[src/ddodo_pkg.sv]
// ----------------------------------------------------------------------------
// ddodo_pkg
// Types, codes and constants shared by the odometry controller, datapath and
// top level.
// ----------------------------------------------------------------------------
package ddodo_pkg;

  typedef struct packed {
    logic signed [15:0] right_speed;
    logic signed [15:0] left_speed;
    logic               restart;
  } ddodo_in_t;

  typedef struct packed {
    logic signed [23:0] pos_x;
    logic signed [23:0] pos_y;
    logic signed [15:0] heading;
  } ddodo_out_t;

  typedef enum logic [2:0] {
    CFG_WHEEL_RADIUS     = 3'd0,
    CFG_TRACK_RECIPROCAL = 3'd1,
    CFG_TIME_STEP        = 3'd2,
    CFG_START_X          = 3'd3,
    CFG_START_Y          = 3'd4,
    CFG_START_HEADING    = 3'd5
  } cfg_reg_t;

  localparam int CFG_IW  = 3;
  localparam int CFG_DW  = 24;

  // Reset values of the configuration and pose registers
  localparam logic [15:0]        WHEEL_RADIUS_RST  = 16'd7680;
  localparam logic [23:0]        TRACK_RECIP_RST   = 24'd74565;
  localparam logic [15:0]        TIME_STEP_RST     = 16'd2621;
  localparam logic signed [23:0] START_X_RST       = -24'sd217600;
  localparam logic signed [23:0] START_Y_RST       = -24'sd294400;
  localparam logic signed [15:0] START_HEADING_RST = 16'sd16384;

  // 2^32 / (2*pi) scaled for a Q16 angle in radians
  localparam logic signed [30:0] ANGLE_GAIN = 31'sd683565276;
  // CORDIC gain 0.607252935 in Q24
  localparam logic signed [26:0] CORDIC_K = 27'sd10188014;

  localparam int ATAN_DEPTH = 24;
  localparam int ATAN_IW    = 5;

  typedef enum logic [4:0] {
    ST_IDLE,
    ST_MUL_SUM,
    ST_MUL_DIFF,
    ST_MUL_TRK,
    ST_MUL_DTW,
    ST_MUL_GAIN,
    ST_HEAD,
    ST_COR_INIT,
    ST_COR_STEP,
    ST_MUL_VC,
    ST_MUL_TDTX,
    ST_MUL_VS,
    ST_MUL_TDTY,
    ST_UPD_Y,
    ST_DONE
  } ctrl_state_t;

  // Operand pairs for the shared multiplier
  typedef enum logic [2:0] {
    MS_NONE,
    MS_SUM,
    MS_DIFF,
    MS_TRK,
    MS_DT_W,
    MS_GAIN,
    MS_VCOS,
    MS_VSIN
  } mul_sel_t;

  typedef struct packed {
    logic                 load_in;
    mul_sel_t             mul_sel;
    logic                 mul_tdt;
    logic                 cap_v8;
    logic                 upd_head;
    logic                 cor_init;
    logic                 cor_step;
    logic [ATAN_IW-1:0]   cor_idx;
    logic                 upd_x;
    logic                 upd_y;
    logic                 out_load;
  } dp_cmd_t;

  // atan(2^-i) as a 32-bit binary angle
  function automatic logic [31:0] atan_lut(input logic [ATAN_IW-1:0] idx);
    logic [31:0] v;
    case (idx)
      5'd0:    v = 32'd536870912;
      5'd1:    v = 32'd316933406;
      5'd2:    v = 32'd167458907;
      5'd3:    v = 32'd85004756;
      5'd4:    v = 32'd42667331;
      5'd5:    v = 32'd21354465;
      5'd6:    v = 32'd10679838;
      5'd7:    v = 32'd5340245;
      5'd8:    v = 32'd2670163;
      5'd9:    v = 32'd1335087;
      5'd10:   v = 32'd667544;
      5'd11:   v = 32'd333772;
      5'd12:   v = 32'd166886;
      5'd13:   v = 32'd83443;
      5'd14:   v = 32'd41722;
      5'd15:   v = 32'd20861;
      5'd16:   v = 32'd10430;
      5'd17:   v = 32'd5215;
      5'd18:   v = 32'd2608;
      5'd19:   v = 32'd1304;
      5'd20:   v = 32'd652;
      5'd21:   v = 32'd326;
      5'd22:   v = 32'd163;
      5'd23:   v = 32'd81;
      default: v = 32'd0;
    endcase
    return v;
  endfunction

endpackage

[src/ddodo_ctrl.sv]
// ----------------------------------------------------------------------------
// ddodo_ctrl
// Sequencer for one odometry update: multiplier schedule, CORDIC rotations,
// pose updates and the result register handshake.
// ----------------------------------------------------------------------------
module ddodo_ctrl
  import ddodo_pkg::*;
#(
  parameter int CORDIC_STEPS = 16
) (
  input  logic    clk,
  input  logic    rst_n,
  input  logic    in_valid,
  input  logic    in_restart,
  output logic    in_stall,
  output logic    out_valid,
  input  logic    out_stall,
  output dp_cmd_t cmd
);

  localparam int STEPS = (CORDIC_STEPS > ATAN_DEPTH) ? ATAN_DEPTH : CORDIC_STEPS;
  localparam logic [ATAN_IW-1:0] LAST_STEP = ATAN_IW'(STEPS - 1);

  ctrl_state_t        state_r, state_nxt;
  logic [ATAN_IW-1:0] cnt_r, cnt_nxt;
  logic               out_valid_r, out_valid_nxt;

  always_ff @(posedge clk) begin
    if (!rst_n) begin
      state_r     <= ST_IDLE;
      cnt_r       <= '0;
      out_valid_r <= 1'b0;
    end else begin
      state_r     <= state_nxt;
      cnt_r       <= cnt_nxt;
      out_valid_r <= out_valid_nxt;
    end
  end

  assign in_stall  = (state_r != ST_IDLE);
  assign out_valid = out_valid_r;

  always_comb begin
    state_nxt     = state_r;
    cnt_nxt       = cnt_r;
    out_valid_nxt = out_valid_r & out_stall;
    cmd           = '0;
    cmd.mul_sel   = MS_NONE;
    cmd.cor_idx   = cnt_r;
    unique case (state_r)
      ST_IDLE: begin
        if (in_valid) begin
          cmd.load_in = 1'b1;
          state_nxt   = in_restart ? ST_DONE : ST_MUL_SUM;
        end
      end
      ST_MUL_SUM: begin
        cmd.mul_sel = MS_SUM;
        state_nxt   = ST_MUL_DIFF;
      end
      ST_MUL_DIFF: begin
        cmd.cap_v8  = 1'b1;
        cmd.mul_sel = MS_DIFF;
        state_nxt   = ST_MUL_TRK;
      end
      ST_MUL_TRK: begin
        cmd.mul_sel = MS_TRK;
        state_nxt   = ST_MUL_DTW;
      end
      ST_MUL_DTW: begin
        cmd.mul_sel = MS_DT_W;
        state_nxt   = ST_MUL_GAIN;
      end
      ST_MUL_GAIN: begin
        cmd.mul_sel = MS_GAIN;
        state_nxt   = ST_HEAD;
      end
      ST_HEAD: begin
        cmd.upd_head = 1'b1;
        state_nxt    = ST_COR_INIT;
      end
      ST_COR_INIT: begin
        cmd.cor_init = 1'b1;
        cnt_nxt      = '0;
        state_nxt    = ST_COR_STEP;
      end
      ST_COR_STEP: begin
        cmd.cor_step = 1'b1;
        if (cnt_r == LAST_STEP) begin
          state_nxt = ST_MUL_VC;
        end else begin
          cnt_nxt = cnt_r + 1'b1;
        end
      end
      ST_MUL_VC: begin
        cmd.mul_sel = MS_VCOS;
        state_nxt   = ST_MUL_TDTX;
      end
      ST_MUL_TDTX: begin
        cmd.mul_tdt = 1'b1;
        state_nxt   = ST_MUL_VS;
      end
      ST_MUL_VS: begin
        cmd.upd_x   = 1'b1;
        cmd.mul_sel = MS_VSIN;
        state_nxt   = ST_MUL_TDTY;
      end
      ST_MUL_TDTY: begin
        cmd.mul_tdt = 1'b1;
        state_nxt   = ST_UPD_Y;
      end
      ST_UPD_Y: begin
        cmd.upd_y = 1'b1;
        state_nxt = ST_DONE;
      end
      ST_DONE: begin
        // hold until the result register is free
        if (!out_valid_r || !out_stall) begin
          cmd.out_load  = 1'b1;
          out_valid_nxt = 1'b1;
          state_nxt     = ST_IDLE;
        end
      end
      default: begin
        state_nxt = ST_IDLE;
      end
    endcase
  end

endmodule

[src/ddodo_dp.sv]
// ----------------------------------------------------------------------------
// ddodo_dp
// Odometry datapath: configuration registers, shared multiplier, iterative
// CORDIC, pose registers and the result register.
// ----------------------------------------------------------------------------
module ddodo_dp
  import ddodo_pkg::*;
(
  input  logic              clk,
  input  logic              rst_n,
  input  logic              cfg_we,
  input  logic [CFG_IW-1:0] cfg_index,
  input  logic [CFG_DW-1:0] cfg_data,
  input  ddodo_in_t         in_data,
  input  dp_cmd_t           cmd,
  output ddodo_out_t        out_data
);

  logic [15:0]        wheel_radius_r;
  logic [23:0]        track_recip_r;
  logic [15:0]        time_step_r;
  logic signed [23:0] start_x_r;
  logic signed [23:0] start_y_r;
  logic signed [15:0] start_heading_r;

  logic signed [23:0] pos_x_r;
  logic signed [23:0] pos_y_r;
  logic signed [15:0] heading_r;

  logic signed [16:0] sum_r;
  logic signed [16:0] diff_r;
  logic signed [23:0] v8_r;
  logic signed [63:0] prod_r;

  logic signed [26:0] cx_r;
  logic signed [26:0] cy_r;
  logic signed [32:0] cz_r;
  logic               cneg_r;

  ddodo_out_t         out_data_r;

  logic signed [32:0] mul_a;
  logic signed [30:0] mul_b;
  logic signed [63:0] mul_p;
  logic signed [26:0] cos_v;
  logic signed [26:0] sin_v;
  logic signed [16:0] h_ext;
  logic signed [16:0] h_adj;
  logic               h_fold;
  logic signed [26:0] cx_sh;
  logic signed [26:0] cy_sh;
  logic signed [32:0] atan_v;

  // configuration registers
  always_ff @(posedge clk) begin
    if (!rst_n) begin
      wheel_radius_r  <= WHEEL_RADIUS_RST;
      track_recip_r   <= TRACK_RECIP_RST;
      time_step_r     <= TIME_STEP_RST;
      start_x_r       <= START_X_RST;
      start_y_r       <= START_Y_RST;
      start_heading_r <= START_HEADING_RST;
    end else if (cfg_we) begin
      unique case (cfg_index)
        CFG_WHEEL_RADIUS:     wheel_radius_r  <= cfg_data[15:0];
        CFG_TRACK_RECIPROCAL: track_recip_r   <= cfg_data;
        CFG_TIME_STEP:        time_step_r     <= cfg_data[15:0];
        CFG_START_X:          start_x_r       <= cfg_data;
        CFG_START_Y:          start_y_r       <= cfg_data;
        CFG_START_HEADING:    start_heading_r <= cfg_data[15:0];
        default: ;
      endcase
    end
  end

  // corrected CORDIC outputs
  assign cos_v = cneg_r ? -cx_r : cx_r;
  assign sin_v = cneg_r ? -cy_r : cy_r;

  // shared multiplier operands
  always_comb begin
    mul_a = '0;
    mul_b = '0;
    if (cmd.mul_tdt) begin
      // (v * trig) >> 24, times the time step
      mul_a = {{6{prod_r[50]}}, prod_r[50:24]};
      mul_b = $signed({15'b0, time_step_r});
    end else begin
      case (cmd.mul_sel)
        MS_SUM: begin
          mul_a = $signed({17'b0, wheel_radius_r});
          mul_b = {{14{sum_r[16]}}, sum_r};
        end
        MS_DIFF: begin
          mul_a = $signed({17'b0, wheel_radius_r});
          mul_b = {{14{diff_r[16]}}, diff_r};
        end
        MS_TRK: begin
          mul_a = prod_r[32:0];
          mul_b = $signed({7'b0, track_recip_r});
        end
        MS_DT_W: begin
          mul_a = prod_r[56:24];
          mul_b = $signed({15'b0, time_step_r});
        end
        MS_GAIN: begin
          mul_a = prod_r[48:16];
          mul_b = ANGLE_GAIN;
        end
        MS_VCOS: begin
          mul_a = {{9{v8_r[23]}}, v8_r};
          mul_b = {{4{cos_v[26]}}, cos_v};
        end
        MS_VSIN: begin
          mul_a = {{9{v8_r[23]}}, v8_r};
          mul_b = {{4{sin_v[26]}}, sin_v};
        end
        default: begin
          mul_a = '0;
          mul_b = '0;
        end
      endcase
    end
  end

  assign mul_p = mul_a * mul_b;

  always_ff @(posedge clk) begin
    prod_r <= mul_p;
    if (cmd.load_in) begin
      sum_r  <= 17'(in_data.right_speed) + 17'(in_data.left_speed);
      diff_r <= 17'(in_data.right_speed) - 17'(in_data.left_speed);
    end
    if (cmd.cap_v8) begin
      v8_r <= prod_r[32:9];
    end
  end

  // fold the heading into +-pi/2 and negate the results afterwards
  assign h_ext  = 17'(heading_r);
  assign h_fold = (h_ext > 17'sd16384) || (h_ext < -17'sd16384);
  always_comb begin
    if (h_ext > 17'sd16384) begin
      h_adj = h_ext - 17'sd32768;
    end else if (h_ext < -17'sd16384) begin
      h_adj = h_ext + 17'sd32768;
    end else begin
      h_adj = h_ext;
    end
  end

  assign cx_sh  = cx_r >>> cmd.cor_idx;
  assign cy_sh  = cy_r >>> cmd.cor_idx;
  assign atan_v = $signed({1'b0, atan_lut(cmd.cor_idx)});

  always_ff @(posedge clk) begin
    if (cmd.cor_init) begin
      cx_r   <= CORDIC_K;
      cy_r   <= '0;
      cz_r   <= {h_adj, 16'b0};
      cneg_r <= h_fold;
    end else if (cmd.cor_step) begin
      if (!cz_r[32]) begin
        cx_r <= cx_r - cy_sh;
        cy_r <= cy_r + cx_sh;
        cz_r <= cz_r - atan_v;
      end else begin
        cx_r <= cx_r + cy_sh;
        cy_r <= cy_r - cx_sh;
        cz_r <= cz_r + atan_v;
      end
    end
  end

  // pose state
  always_ff @(posedge clk) begin
    if (!rst_n) begin
      pos_x_r   <= START_X_RST;
      pos_y_r   <= START_Y_RST;
      heading_r <= START_HEADING_RST;
    end else begin
      if (cmd.load_in && in_data.restart) begin
        pos_x_r   <= start_x_r;
        pos_y_r   <= start_y_r;
        heading_r <= start_heading_r;
      end
      if (cmd.upd_head) begin
        heading_r <= heading_r + prod_r[47:32];
      end
      if (cmd.upd_x) begin
        pos_x_r <= pos_x_r + prod_r[39:16];
      end
      if (cmd.upd_y) begin
        pos_y_r <= pos_y_r + prod_r[39:16];
      end
    end
  end

  always_ff @(posedge clk) begin
    if (cmd.out_load) begin
      out_data_r.pos_x   <= pos_x_r;
      out_data_r.pos_y   <= pos_y_r;
      out_data_r.heading <= heading_r;
    end
  end

  assign out_data = out_data_r;

endmodule

[src/differential_drive_odometry.sv]
// A new input is taken only after the previous one has reached the result register (in_stall
//   is high outside the idle state); the shared multiplier schedule and one CORDIC rotation
//   per cycle set the pace, and a restart beat skips straight to the result load.
// A finished result waits in its own register while the next item is taken.
// Reset (rst_n, synchronous) loads configuration and pose defaults, clears valid.
// ----------------------------------------------------------------------------
// differential_drive_odometry
// Dead-reckoning pose integrator for a differential drive base.
// ----------------------------------------------------------------------------
module differential_drive_odometry
  import ddodo_pkg::*;
#(
  parameter int CORDIC_STEPS = 16
) (
  input  logic              clk,
  input  logic              rst_n,
  input  logic              in_valid,
  output logic              in_stall,
  input  ddodo_in_t         in_data,
  output logic              out_valid,
  input  logic              out_stall,
  output ddodo_out_t        out_data,
  input  logic              cfg_valid,
  output logic              cfg_ready,
  input  logic [CFG_IW-1:0] cfg_index,
  input  logic [CFG_DW-1:0] cfg_data
);

  dp_cmd_t cmd;

  assign cfg_ready = 1'b1;

  ddodo_ctrl #(
    .CORDIC_STEPS (CORDIC_STEPS)
  ) u_ctrl (
    .clk        (clk),
    .rst_n      (rst_n),
    .in_valid   (in_valid),
    .in_restart (in_data.restart),
    .in_stall   (in_stall),
    .out_valid  (out_valid),
    .out_stall  (out_stall),
    .cmd        (cmd)
  );

  ddodo_dp u_dp (
    .clk       (clk),
    .rst_n     (rst_n),
    .cfg_we    (cfg_valid & cfg_ready),
    .cfg_index (cfg_index),
    .cfg_data  (cfg_data),
    .in_data   (in_data),
    .cmd       (cmd),
    .out_data  (out_data)
  );

endmodule

[config.mk]
export PLATFORM = sky130hd
export DESIGN_NAME = differential_drive_odometry
export DESIGN_NICKNAME = d
export VERILOG_FILES = /design/src/ddodo_pkg.sv /design/src/ddodo_ctrl.sv /design/src/ddodo_dp.sv /design/src/differential_drive_odometry.sv
export SDC_FILE = /design/constraint.sdc
export NUM_CORES = 2
export LEC_CHECK = 0
export BUFFER_PORTS_ARGS = -buffer_cell sky130_fd_sc_hd__buf_4
export CAP_MARGIN = 40
export CORE_ASPECT_RATIO = 1.1
export CORE_MARGIN = 2
export CORE_UTILIZATION = 35
export CTS_CLUSTER_DIAMETER = 60
export DETAILED_ROUTE_END_ITERATION = 6
export SYNTH_ARGS = -nofsm -noshare
export SYNTH_HDL_FRONTEND = slang
export SYNTH_SLANG_ARGS = --single-unit
[constraint.sdc]
create_clock -name clk -period 13.7 [get_ports clk]
set_clock_uncertainty 0.1 [all_clocks]
set_input_delay 1.37 -clock clk [delete_from_list [all_inputs] [get_ports clk]]
set_output_delay 1.37 -clock clk [all_outputs]
set_load 0.05 [all_outputs]
---- Yosys cells after proc, flatten, opt, wreduce, memory -nomap -nowiden ----
Memories as Yosys holds them, arrays and structs flattened. A register that Yosys moved wholly into a read port is not among the register bits.
Index checks and enable logic that the tools add are counted.
operators by class
  $mul .................................... 1
  add/subtract/negate cells ............... 16
  divide/modulo/power cells ............... 0
  shift-type cells ........................ 2
  multiplexer cells ....................... 42
  bitwise logic cells ..................... 1
  equal/unequal tests ..................... 31
  reduce and logical (&&, ||, !) cells .... 24
  magnitude comparators ................... 2
operators with widths
  kind                                                                    number
  31-bit one-hot mux with 7 select lines                                  1
  33-bit one-hot mux with 5 select lines                                  1
  33-bit 2-to-1 mux                                                       4
  27-bit 2-to-1 mux                                                       4
  24-bit 2-to-1 mux                                                       4
  5-bit one-hot mux with 15 select lines                                  1
  33-bit by 31-bit multiplier with 57-bit output                          1
  27-bit adder                                                            2
  27-bit negation                                                         2
  27-bit by 5-bit >>> shifter with 27-bit output                          2
  27-bit subtractor                                                       2
  24-bit adder                                                            2
  5-bit by 4-bit equality test with 1-bit output (second input constant)  8
  17-bit 2-to-1 mux                                                       2
  33-bit adder                                                            1
  33-bit subtractor                                                       1
  16-bit 2-to-1 mux                                                       2
  31-bit 2-to-1 mux                                                       1
  5-bit 2-to-1 mux                                                        6
  3-bit one-hot mux with 7 select lines                                   1
  5-bit by 3-bit equality test with 1-bit output (second input constant)  4
  3-bit equality test (second input constant)                             6
  16-bit by 16-bit adder with 17-bit output                               1
  16-bit by 17-bit adder with 17-bit output (second input constant)       1
  other kinds (26)                                                        59
word-level totals
  register bits ........................... 462
  bits in read-only memories .............. 960
  bits of input ports ..................... 65
  word-level logic and storage cells ...... 144
  memory bits (writable) .................. 0
  latch bits .............................. 0
  memories ................................ 1
  output and inout bits ................... 67
memories
  memory            depth  bits a word  read ports  clocked after memory_dff  wr ports  RTL line         RTL
  (name not given)  32     30           1           1                         0         ddodo_pkg.sv:95  case (idx)

---- Depth between registers and ports, before layout ----
  word-level depth ........................ 7
  gate-level depth with buffers ........... 39

---- Modules after synthesis ----
From an unflattened synthesis, not the netlist that was laid out.
unflattened totals
  cell total of the unflattened synthesis .. 7580
  area total of the unflattened synthesis .. 65409.0 um2
by module, submodules not included
  module                       instances  seq. area each (um2)  cells an instance  area each (um2)
  ddodo_dp                     1          10400.0               7489               64703.3
  ddodo_ctrl                   1          200.2                 89                 694.4
  differential_drive_odometry  1          0.0                   2                  11.3

---- Least setup slack after synthesis ----
Ideal clock, no wire load.
  path type ............................... register -> register
  from .................................... register u_ctrl.state_r[0]
  to ...................................... register u_dp.prod_r[55]
  setup time .............................. 0.072 ns
  arrival time ............................ 10.392 ns
  buffers on the path ..................... 5
  data required time ...................... 13.528 ns
  setup slack ............................. 3.136 ns
  cell stages (with the launch flop) ...... 35
  clock period less this slack ............ 10.564 ns
  path through ............................ dfxtp_1 clkbuf_1 clkbuf_1 nor3_1 a222oi_1 nand2_1 or3_1 clkbuf_1 clkbuf_1 nand2_1 fa_1 inv_1 fa_1 inv_1 fa_1 inv_1 fa_1 fa_1 fa_1 fa_1 inv_1 fa_1 inv_1 ha_1 clkbuf_1 a21oi_1 o21bai_1 a21oi_1 o21bai_1 a221oi_1 nand3_1 a211oi_1 o21ai_0 a311oi_1 xnor2_1
on the way
  word-level cells in the longest chain between the ends .. 7
  elaborated cells between the ends (all ways) .. 26
RTL lines
  element                                                                 RTL line          RTL
  start: declaration                                                      ddodo_ctrl.sv:24  ctrl_state_t state_r, state_nxt;
  start signal: assignment                                                ddodo_ctrl.sv:34  state_r <= state_nxt;
  5-bit by 4-bit equality test with 1-bit output (tied with other cells)  ddodo_ctrl.sv:50  unique case (state_r)
  3-bit one-hot mux with 7 select lines                                   ddodo_ctrl.sv:50
  3-bit equality test (tied with other cells)                             ddodo_dp.sv:89    case (cmd.mul_sel)
  2-bit OR reduction (no line)                                            n/a
  33-bit one-hot mux with 5 select lines                                  ddodo_dp.sv:89
  33-bit 2-to-1 mux                                                       ddodo_dp.sv:84    if (cmd.mul_tdt) begin
  33-bit by 31-bit multiplier with 57-bit output *                        ddodo_dp.sv:126   assign mul_p = mul_a * mul_b;
  via u_dp.mul_p[55]                                                      ddodo_dp.sv:44    logic signed [63:0] mul_p;
  end signal: assignment                                                  ddodo_dp.sv:129   prod_r <= mul_p;
  end: declaration                                                        ddodo_dp.sv:33    logic signed [63:0] prod_r;
The timed path passes the listed nets; every way through them passes the cells marked *.
A chain may end at the register's enable or synchronous reset.

---- Worst setup path in the final report ----
  from .................................... register u_ctrl.state_r[2]
  to ...................................... register u_dp.prod_r[45]
Same word-level chain as after synthesis.

==> impl_summary.txt <==
----------------------------------------------------
[Run status]
  Outcome ... finished clean

[Logic synthesis]
  Sequential area share after synthesis ... 0.171
  Proportion of synthesized flip-flops having asynchronous set or reset ... 0
  Synthesized Nets ... 9034
  Count of warnings emitted by yosys ... 0
  Yosys top cell by area ... sky130_fd_sc_hd__fa_1
  Primary flip-flop cell chosen by synthesis mapping ... sky130_fd_sc_hd__dfxtp_1
  Post-synthesis instance area ... 0.0655 sq mm
  Synth top area share ... 0.305
  Yosys cell types ... 98
  Gate count of the mapped netlist ... 7601
  Number of enable-type register cells in the synthesized netlist ... 139
  Post-synthesis sequential element count ... 490
  Synth area leaders ... sky130_fd_sc_hd__fa_1, sky130_fd_sc_hd__dfxtp_1, sky130_fd_sc_hd__nand2_1, sky130_fd_sc_hd__ha_1, sky130_fd_sc_hd__inv_1
  Average cell area after synthesis ... 8.62 sq um

[Floorplanning]
  Initial standard-cell utilization of the core ... 0.352
  Full die area ... 0.191 sq mm
  Die Span X ... 417 um
  Rows ... 166
  Chip height ... 458 um
  Number of top-level pins ... 132
  Core outline area ... 0.186 sq mm

[Finish]
  Most common cell after layout, fill and taps aside ... sky130_fd_sc_hd__nand2_1
  Final #Nets ... 9001
  Area of combinational cells with multiple inputs ... 0.0486 sq mm
  Leading cell types in the layout, fill and taps excluded ... sky130_fd_sc_hd__nand2_1, sky130_fd_sc_hd__inv_1, sky130_fd_sc_hd__fa_1
  Synth-to-Final Area Change ... 10.4%
  Area taken by flip-flops and latches ... 0.0112 sq mm
  Share of post-route cells with drive strength above 1 ... 0.0761
  Final cell count without fillers ... 10100
  Fill cell total of the finished layout ... 18900

[Global route]
  Number of antenna violations at the first check in global routing ... 6
  Met2 Use GR ... 0.406
  Global routing met3 resource utilization ... 0.0374
  Met1 track demand over resource ... 0.301
  Wire length of the first global-routing pass ... 352000 um
  Pin count of the biggest net entering global routing ... 65
  Number of global-route vias before repair ... 57000
  Most Crowded Layer GR ... met2
  Overall overflow remaining after global route ... 0
  GRT Total Usage ... 0.241

[STA]
  Final number of hold-violating endpoints ... 0
  Final Max Tran Viols ... 0
  Worst-Margin Slew ... 1.30 ns
  Fin Setup TNS ... 0 ns
  Maximum clock frequency ... 0.0888 GHz
  Crit path setup slack, layout ... 2.44 ns
  RSZ-0062 raised after global routing ... no
  Period utilization ... 0.822
  Max-Slew Margin vs Limit ... 0.136
  Number of endpoints failing setup at the final stage ... 0
  Min cycle time layout ... 11.26 ns

[CTS]
  H-tree Lvls ... 2
  Clock tree root driver cell ... sky130_fd_sc_hd__clkbuf_16
  Clock-pin slew on the worst setup and hold paths ... 0.07 ns
  Maximum buffer depth of the clock tree ... 3
  Source-to-sink clock delay at the later pin of the worst-skew pair ... 0.67 ns
  Total clock buffers created by CTS ... 58
  TritonCTS clock tree ... done
  Cts repair resizes ... 0
  Setup repair bufs after CTS ... 0
  CTS sink cnt ... 490
  CTS Hold Bufs ... 0

[Placed design]
  Port-buffer cells ... 130
  Cell count after placement ... 9943
  Final weighted congestion in routability-driven placement ... 0.964
  Worst slack at placement ... 2.64 ns
  Post-DP HPWL ... 179000 um

[Setup path]
  Critical path launch point type ... flop
  Kind of capture point of the worst setup path ... flop
  Crit-path most repeated cell ... sky130_fd_sc_hd__fa_1
  Biggest fanout along the worst timing path ... 47
  Critical path class ... flop to flop
  Critical path data required time ... 14.19 ns
  Slowest CP cell ... sky130_fd_sc_hd__dfxtp_1
  Stage delay of the slowest cell on the critical path ... 0.89 ns
  Arrival @ worst endpoint ... 11.75 ns

[Min path]
  Tightest Hold Check Type ... flop to flop

[Routing]
  Wire length reported by the detailed router ... 231000 um
  Drc violations ... 0
  Total via count after detailed routing ... 55300
  Router iterations before antenna repair ... 6
  Average via count per standard cell ... 5.50
  Remaining antenna violation count ... 0
  Wire per inst ... 23.0 um
  Number of DRC markers after the initial detailed-route iteration ... 4619

[Job]
  Maximum Capacitance Violations ... 0

----------------------------------------------------
## final timing paths
path	from	to	slack [ns]	cells after the start
worst min register to register	u_dp.start_heading_r[13]	u_dp.start_heading_r[13]	0.36	2
worst max-delay path	u_ctrl.state_r[2]	u_dp.prod_r[45]	2.44	33
worst max register to register	u_ctrl.state_r[2]	u_dp.prod_r[45]	2.44	33
worst min-delay path	u_dp.start_heading_r[13]	u_dp.start_heading_r[13]	0.36	2
## critical path: cells and delay by family, from the launching register on
kind                     cells  cell delay (ns)
XOR/XNOR                     1             0.18
adder cells (fa/ha/maj)      9             4.25
AO/OA/AOI/OAI                7             2.57
flip-flops                   1             0.89
AND/OR/NAND/NOR              8             2.19
buffers and inverters        8             0.95
## synth_stat cells, types with 43 or more instances
master and count:
sky130_fd_sc_hd__nor3_1 77, sky130_fd_sc_hd__nand3_1 112, sky130_fd_sc_hd__nand2_1 1333, sky130_fd_sc_hd__a21oi_1 388
sky130_fd_sc_hd__and3_1 52, sky130_fd_sc_hd__xor2_1 150, sky130_fd_sc_hd__nor2_1 552, sky130_fd_sc_hd__and2_1 49
sky130_fd_sc_hd__a31oi_1 47, sky130_fd_sc_hd__fa_1 997, sky130_fd_sc_hd__or3_1 43, sky130_fd_sc_hd__o21ai_0 228
sky130_fd_sc_hd__ha_1 371, sky130_fd_sc_hd__clkbuf_1 349, sky130_fd_sc_hd__mux4_2 61, sky130_fd_sc_hd__dfxtp_1 351
sky130_fd_sc_hd__edfxtp_1 139, sky130_fd_sc_hd__xnor2_1 184, sky130_fd_sc_hd__inv_1 1203, sky130_fd_sc_hd__a21o_1 93
## logic make-up after synthesis
logic type | share of synthesized area
AO/OA/AOI/OAI | 0.125
XOR/XNOR | 0.0446
adder cells (fa/ha/maj) | 0.375
buffers and inverters | 0.0934
flip-flops | 0.171
multiplexers | 0.0324
other | 0.0000572
AND/OR/NAND/NOR | 0.158
## layer usage
metal  up-vias  wire length (um)  share of wire
met5         -                 0              0
met4         0             13100          0.057
met3       646             18300          0.079
met2      2388            111000           0.48
met1     27800             89100           0.39
li1      24500                 -              -
## per-stage QoR
| step | util | instance area [sq um] | hold WS [ns] |
|---|---|---|---|
| global placement | 0.373 | 69400 | 0.341 |
| detailed placement | 0.377 | 70100 | 0.341 |
| finish | 0.389 | 72300 | 0.358 |
| global route | 0.389 | 72300 | 0.365 |
| CTS | 0.389 | 72300 | 0.356 |
| floorplan | - | 65500 | 0.308 |
## flip-flops by register name (all words and copies together) (netlist names), 4 cells and up
| register | count |
|---|---|
| u_dp.pos_x_r | 24 |
| u_dp.diff_r | 17 |
| u_dp.heading_r | 16 |
| u_dp.cz_r | 33 |
| u_dp.start_x_r | 24 |
| u_dp.wheel_radius_r | 16 |
| u_dp.out_data | 64 |
| u_ctrl.cnt_r | 5 |
| u_dp.start_heading_r | 16 |
| u_dp.track_recip_r | 24 |
| u_dp.pos_y_r | 24 |
| u_dp.cx_r | 27 |
| u_dp.time_step_r | 16 |
| u_dp.start_y_r | 24 |
| u_dp.atan_v | 30 |
| u_dp.sum_r | 16 |
| u_dp.prod_r | 57 |
| u_dp.cy_r | 27 |
| u_dp.v8_r | 24 |
| u_ctrl.state_r | 4 |
## layout make-up
type | count | share of cell area
multi-input combinational | 5497 | 0.671
sequential | 490 | 0.155
inverter | 1209 | 0.0628
tap | 2436 | 0.0421
timing repair buffer | 312 | 0.0383
clock buffer | 66 | 0.0209
clock inverter | 44 | 0.00955
antenna | 3 | 0.000104
Power is not shown: default switching activity piles up to over one toggle a cycle in this logic, so the estimate is an artifact.
